===== src/rtl/assert_macros.svh =====
// Assertion macros used by the top-level RTL file.
`ifndef ASSERT_MACROS_SVH
`define ASSERT_MACROS_SVH

// Concurrent check on clk_i, off while rst_ni is low.
`define TBRA_ASSERT(name, prop, msg) \
  name: assert property (@(posedge clk_i) disable iff (!rst_ni) prop) \
    else $error(msg);

// Condition that must never be seen on clk_i.
`define TBRA_NEVER(name, cond, msg) \
  name: assert property (@(posedge clk_i) disable iff (!rst_ni) !(cond)) \
    else $error(msg);

`endif


===== src/rtl/tbra_pkg.sv =====
// Types and constants of the tipping-bucket rain accumulator.
package tbra_pkg;

  localparam int unsigned CNT_W  = 32;
  localparam int unsigned SLOT_W = 16;
  localparam int unsigned WSUM_W = 22;
  localparam int unsigned MM_W   = 24;
  localparam int unsigned DB_W   = 16;
  localparam int unsigned TS_W   = 48;
  localparam int unsigned RAIN_W = 56;
  localparam int unsigned RATE_W = 46;

  localparam logic [SLOT_W-1:0] SLOT_MAX = 16'hFFFF;
  localparam logic [WSUM_W-1:0] WSUM_MAX = 22'h3FFFFF;

  localparam logic [DB_W-1:0] DEBOUNCE_RST = 16'd250;
  localparam logic [MM_W-1:0] MM_RST       = 24'd18310;
  localparam logic [9:0]      US_PER_MS    = 10'd1000;

  // request codes
  localparam logic [2:0] REQ_EDGE  = 3'd0;
  localparam logic [2:0] REQ_TICK  = 3'd1;
  localparam logic [2:0] REQ_CLR15 = 3'd2;
  localparam logic [2:0] REQ_CLR1  = 3'd3;
  localparam logic [2:0] REQ_SIM   = 3'd4;

  // intensity classes and their rate limits (Q.16 mm/h)
  localparam logic [2:0] CLS_NONE     = 3'd0;
  localparam logic [2:0] CLS_LIGHT    = 3'd1;
  localparam logic [2:0] CLS_MODERATE = 3'd2;
  localparam logic [2:0] CLS_HEAVY    = 3'd3;
  localparam logic [2:0] CLS_VIOLENT  = 3'd4;

  localparam logic [RATE_W-1:0] LIM_NONE     = 46'd655;
  localparam logic [RATE_W-1:0] LIM_LIGHT    = 46'd163840;
  localparam logic [RATE_W-1:0] LIM_MODERATE = 46'd498074;
  localparam logic [RATE_W-1:0] LIM_HEAVY    = 46'd3276800;

  typedef struct packed {
    logic [2:0]       req_type;
    logic [TS_W-1:0]  timestamp_us;
    logic [CNT_W-1:0] minute_number;
    logic [4:0]       day_of_month;
    logic             clock_valid;
  } in_t;

  typedef struct packed {
    logic              edge_accepted;
    logic [RAIN_W-1:0] rain_1min_mm;
    logic [RAIN_W-1:0] rain_15min_mm;
    logic [RAIN_W-1:0] rain_today_mm;
    logic [RATE_W-1:0] rain_rate_mm_h;
    logic [CNT_W-1:0]  pulses_today;
    logic [CNT_W-1:0]  pulses_total;
    logic [2:0]        intensity_class;
  } out_t;

  // per-cell slot controls
  typedef struct packed {
    logic clr;
    logic shift;
    logic add;
  } cell_ctrl_t;

  function automatic logic [2:0] classify(input logic [RATE_W-1:0] r);
    logic [2:0] c;
    if (r <= LIM_NONE) c = CLS_NONE;
    else if (r < LIM_LIGHT) c = CLS_LIGHT;
    else if (r < LIM_MODERATE) c = CLS_MODERATE;
    else if (r < LIM_HEAVY) c = CLS_HEAVY;
    else c = CLS_VIOLENT;
    return c;
  endfunction

endpackage


===== src/rtl/tbra_cell.sv =====
// One minute slot of the rain window ring: clear, shift from neighbor or saturating add.
module tbra_cell (
  input  logic                         clk_i,
  input  logic                         rst_ni,
  input  tbra_pkg::cell_ctrl_t         ctrl_i,
  input  logic [tbra_pkg::SLOT_W-1:0]  nbr_i,
  input  logic [tbra_pkg::CNT_W-1:0]   add_i,
  output logic [tbra_pkg::SLOT_W-1:0]  val_o,
  output logic [tbra_pkg::SLOT_W-1:0]  inc_o
);
  import tbra_pkg::*;

  logic [SLOT_W-1:0] val_q, val_d, sat_w;
  logic [CNT_W:0]    sum_w;

  assign sum_w = {1'b0, add_i} + (CNT_W+1)'(val_q);
  assign sat_w = (sum_w > (CNT_W+1)'(SLOT_MAX)) ? SLOT_MAX : sum_w[SLOT_W-1:0];
  // growth of the slot, for the running window sum
  assign inc_o = sat_w - val_q;
  assign val_o = val_q;

  always_comb begin
    val_d = val_q;
    if (ctrl_i.clr) begin
      val_d = '0;
    end else if (ctrl_i.shift) begin
      val_d = nbr_i;
    end else if (ctrl_i.add) begin
      val_d = sat_w;
    end
  end

  always_ff @(posedge clk_i or negedge rst_ni) begin
    if (!rst_ni) begin
      val_q <= '0;
    end else begin
      val_q <= val_d;
    end
  end

endmodule


===== config.mk =====
export PLATFORM = sky130hd
export DESIGN_NAME = tbra_cell
export DESIGN_NICKNAME = d
export VERILOG_FILES = /design/src/rtl/assert_macros.svh /design/src/rtl/tbra_pkg.sv /design/src/rtl/tbra_cell.sv
export SDC_FILE = /design/constraint.sdc
export NUM_CORES = 1
export LEC_CHECK = 0
export ABC_AREA = 1
export BUFFER_PORTS_ARGS = -buffer_cell sky130_fd_sc_hd__buf_2
export CAP_MARGIN = 30
export CORE_ASPECT_RATIO = 0.5
export CORE_UTILIZATION = 45
export DETAILED_ROUTE_END_ITERATION = 8
export PLACE_DENSITY = 0.69
export SLEW_MARGIN = 20
export SYNTH_ARGS = -nofsm -noshare
export SYNTH_HDL_FRONTEND = slang
export SYNTH_SLANG_ARGS = --single-unit

===== constraint.sdc =====
create_clock -name clk_i -period 8.05 [get_ports clk_i]
set_input_delay 0.805 -clock clk_i [delete_from_list [all_inputs] [get_ports clk_i]]
set_output_delay 0.805 -clock clk_i [all_outputs]
set_load 0.01 [all_outputs]

**Yosys cells after proc, flatten, opt, wreduce, memory -nomap -nowiden**

Cells that the tools add are included.
W data, S select, Z words.

- Order comparisons: 1
- Reduce and logical (&&, ||, !) cells: 1
- Muxes and demuxes: 4
- Add/sub/neg operators: 2

Operator list:

| kind | number |
|---|---|
| $mux W16 | 4 |
| $add A32 B16 Y33 | 1 |
| $gt A33 B16 Y1 const B | 1 |
| $sub A16 B16 Y16 | 1 |
| $reduce_bool A3 Y1 | 1 |

- Logic and storage cells: 9
- Input bits: 53
- Register bits after elaboration: 16
- Output and inout port bits: 32

**Depth between registers and ports, before layout**

- Depth in word-level cells: 6
- Depth in mapped cells: 36
- Depth with buffers taken out: 35

**Worst setup path before layout**

Ideal clock, no wire load.

- Path kind: input port to output port
- Start: input port add_i[0] (netlist bit)
- End: output port inc_o[14] (netlist bit)
- Required time: 7.245 ns
- Buffers on the path: 1
- Stages on the path: 34
- Setup slack: 2.555 ns
- Arrival time: 4.690 ns
- Path through: ha_1 -> inv_1 -> fa_1 -> inv_1 -> nand3_1 -> nand2_2 -> nand3_1 -> nand2_1 -> nand3_1 -> nand2_1 -> nand2_1 -> nand2_1 -> nand2_1 -> nor2_1 -> nand2_1 -> nor2_2 -> nand2_2 -> buf_6 -> or2_4 -> ha_1 -> nand3_1 -> and2_1 -> inv_1 -> a21oi_1 -> o21bai_1 -> nand2_1 -> nand2_1 -> nand2_1 -> nand2_1 -> a21boi_1 -> o21ai_0 -> a21oi_1 -> o21ai_1 -> xor2_1

- Word-level cells in the longest chain between the ends: 4

Ends and longest elaborated chain:

| element | RTL line | RTL |
|---|---|---|
| start: declaration | tbra_cell.sv:7 | `input logic [tbra_pkg::CNT_W-1:0] add_i,` |
| $add A32 B16 Y33 * | tbra_cell.sv:16 | `assign sum_w = {1'b0, add_i} + (CNT_W+1)'(val_q);` |
| $gt A33 B16 Y1 | tbra_cell.sv:17 | `assign sat_w = (sum_w > (CNT_W+1)'(SLOT_MAX)) ? SLOT_MAX : sum_w[SLOT_W-1:0];` |
| $mux W16 * | tbra_cell.sv:17 |  |
| $sub A16 B16 Y16 * | tbra_cell.sv:19 | `assign inc_o = sat_w - val_q;` |
| end: declaration | tbra_cell.sv:9 | `output logic [tbra_pkg::SLOT_W-1:0] inc_o` |

Every way passes the cells marked *; elsewhere a longest branch is shown, timed or not.

**Worst setup path after layout**

Ends and elaborated chain as after synthesis.

==> summary by stage <==
Logic synthesis
The flip-flop and latch count after synthesis is 16. The number of distinct standard cells referenced by the synthesized netlist is 37. By area the synthesized netlist is led by nand2_1 22%, inv_1 12%, dfrtp_1 11%. Dividing the synthesized area by the synthesized cell count gives 5.71 sq um.

Synthesis produced a netlist whose cell count is 615. For this run, the register share of the synthesized area comes to 11.4%. Sorting the synthesized cells by how often they occur yields 207 x nand2_1, 110 x inv_1, 38 x nor2_1. The synthesized design devotes to its leading area cell type 22.1% of total area.

Yosys mapped a number of flops with a built-in enable equal to 0. The Yosys step of the flow raised 0 warnings. In this run the cell area of the synthesized design comes to 3510 sq um. Of all flip-flops after synthesis, the portion carrying an async set or reset was 100%. For this run, the leading register cell type out of synthesis is dfrtp_1. The most common cell in the synthesized netlist is nand2_1. The cell taking the most area after synthesis is nand2_1. When the netlist entered floorplanning its net count stood at 700.

Setup path
STA puts the critical path data arrival time at 5.31 ns. The worst setup path is captured at an output port. The type of the worst setup path is input pin to output port. In this design, the stage delay of the slowest critical-path cell is 0.40 ns. The critical path startpoint category is an input pin. The slowest stage of the critical path is the fa_1 cell. The library cell appearing most often on the critical path is nand2_1. The count of buffering cells on the critical path with inverters included is 5.

In this run the worst path has a maximum fanout of 14. The critical path data required time is 7.24 ns. The kind of cell with the highest combined delay along the critical path is simple AND/OR/NAND/NOR gates.

STA
Setup violations remaining at the end of the flow were counted as 0. The final critical delay including setup and external delays is 6.11 ns. The slack of the critical path is 1.94 ns.

The final-report hold violation count is 0. Derived from the worst setup path, the maximum achievable clock frequency is 0.164 GHz. Setup repair after global routing left no endpoint under its margin. The relative slew slack is 44.5%. The count of final max-slew check failures is 0. At the pin with the least slew margin, the transition time is 0.829 ns. The final clock skew is 0.00356 ns. After routing, the total negative slack on setup checks comes to 0 ns. The share of the clock period used by the worst path after layout is 76.0%.

Power
The total power is 453 uW. VDD sags by at most 0.0000703 V. Dividing total power by cell area gives a power density of 110 nW/um^2. For this design the static power due to leakage is 0.00236 uW.

Global route
For this run, global-route usage on met2 was measured as 41.8%. Global routing finished with a remaining overflow of 0. The total routing usage reported by global routing is 26.2%.

The most heavily used metal layer in global routing is met2. The initial antenna violation count came to 0. The via count of the first global-routing pass came to 3,563. Entering global routing, the biggest net connects 19 pins.

The met3 usage is 1.82%. For this run, global-route usage on met1 was measured as 38.7%. The global-route wire length before repair is 17,000 um.

Clock network
The post-CTS setup buffer count is 0. TritonCTS built the clock tree. Counting along the longest clock path gives a buffer depth of 2. The post-cts repair resize count is 0.

The clock-pin transition on the worst setup and hold timing paths is 0.05 ns. The buffer type at the clock tree root is clkbuf_16. The number of buffers added to fix hold violations after cts is 0. The TritonCTS buffer count is 3. The clock sink count is 16. At the later pin of the worst-skew pair, clock insertion delay measures 0.25 ns. CTS built an H-tree with a depth of 1.

Route
The number of nets with antenna violations after detailed routing is 0. The average wire per cell in the routed design is 13.2 um. The number of design rule violations left after detail routing is 0. The detailed router finished its first iteration with 278 violations. The number of vias per cell after detailed routing is 4.97. The total wire length after detailed routing is 10,500 um. The detailed router placed 3,938 vias in this run.

The number of detailed-route iterations in the first pass is 5.

Finish
The number of nets at the end of the flow is 783. The number of antenna diodes in the final layout is 0. The register with the most flip-flops in the layout has 16 of them. Measured on the finished design, the core utilization comes to 55.3%. The area growth from synthesis to final layout is 17.1%. Cells with a size suffix above 1 make up 21.8% of the layout.

Die
The vertical extent of the die is 64.5 um. The floorplan step defined a core boundary enclosing 7430 sq um. Once the floorplan was initialized, standard cells occupied 47.3% of the core. The die is 127 um wide. The count of standard-cell rows is 22.

The floorplan step defined a die boundary enclosing 8180 sq um. The I/O pin count is 85.

Place
The placed wire-length estimate is 9010 um. During placement, the flow inserted port buffers numbering 84. The global placement routability congestion is 0.913.

Prior to clock tree synthesis, the placed netlist has a worst setup slack of 1.99 ns.

Job
Max-cap violations in this run came to 0.

Status
The run finished with clean final reports.

Hold path
The class of the worst hold path is input pin to async pin.
==> power breakdown <==
group | internal (uW) | total [uW] | switching, uW | leakage (uW)
Clock | 75.7 | 110 | 34.6 | 0.0000442
Combinational | 89.0 | 248 | 159 | 0.00212
Sequential | 87.3 | 95.2 | 7.91 | 0.000198
Total | 252 | 453 | 201 | 0.00236
==> final timing paths <==
check                      slack [ns]  startpoint  cells after the start         to
max                              1.94    add_i[0]                     35  inc_o[14]
max in group asynchronous        7.31      rst_ni                      1  val_o[14]
max reg2reg                      4.89    val_o[0]                     20  val_o[14]
min reg2reg                      0.57    val_o[0]                      2   val_o[0]
min                              0.46      rst_ni                      1   val_o[2]
min in group clk_i               0.57    val_o[0]                      2   val_o[0]
==> through the flow <==
step                      instances  cell area, sq um  hold slack [ns]
final                           793              4110            0.464
after global routing            793              4110            0.490
after CTS                       793              4110            0.480
after detailed placement        789              4020            0.564
after global placement          789              4020            0.552
after floorplan                 615              3510            0.509
==> logic make-up after synthesis <==
family	count (synthesis)	synth area share, %
AO/OA/AOI/OAI	62	9.94
XOR/XNOR	26	6.48
buffers and inverters	121	13.1
flip-flops	16	11.4
adder cells (fa/ha/maj)	32	11.8
AND/OR/NAND/NOR	358	47.2
==> area by class of cell <==
class                   instances  area (sq um)
multi-input cells             478          2650
flip-flops and latches         16           400
fillers                       812          3320
clock buffers                   4          88.8
repair buffers                 84           420
well taps                      96           120
inverters                     115           432
==> worst register-to-register path, delay by kind of cell (launching register included) <==
kind            cells  cell delay, ns
compound gates      1            0.08
flops               1            0.41
simple gates       15            1.80
fa+ha+maj           2            0.62
buf+inv             2            0.15
==> placed cells by master, fill, tap and decap left out, types with 2 or more instances in the layout <==
cell type and n:
or2_2 3, o21ai_0 20, nor3_2 2, fa_1 2
o22ai_1 15, buf_2 84, inv_1 110, clkbuf_16 3
nand2_1 207, inv_2 4, a31oi_1 3, or2_4 8
nor2_1 38, ha_1 30, xor2_1 20, dfrtp_1 16
nand2_2 18, nor3_1 8, nand3_1 32, nand3_2 6
nand4_1 6, xnor2_1 6, o21ai_1 4, nor2_2 17
nor2_4 4, a21oi_1 15, nand3b_1 4, and2_1 3
==> per-layer routing <==
metal | vias to the layer above | routed length, um
met5 | - | 0
li1 | 2084 | -
met1 | 1745 | 5620
met4 | 0 | 98
met2 | 98 | 4330
met3 | 11 | 432
(Power assumes the default switching activity.)
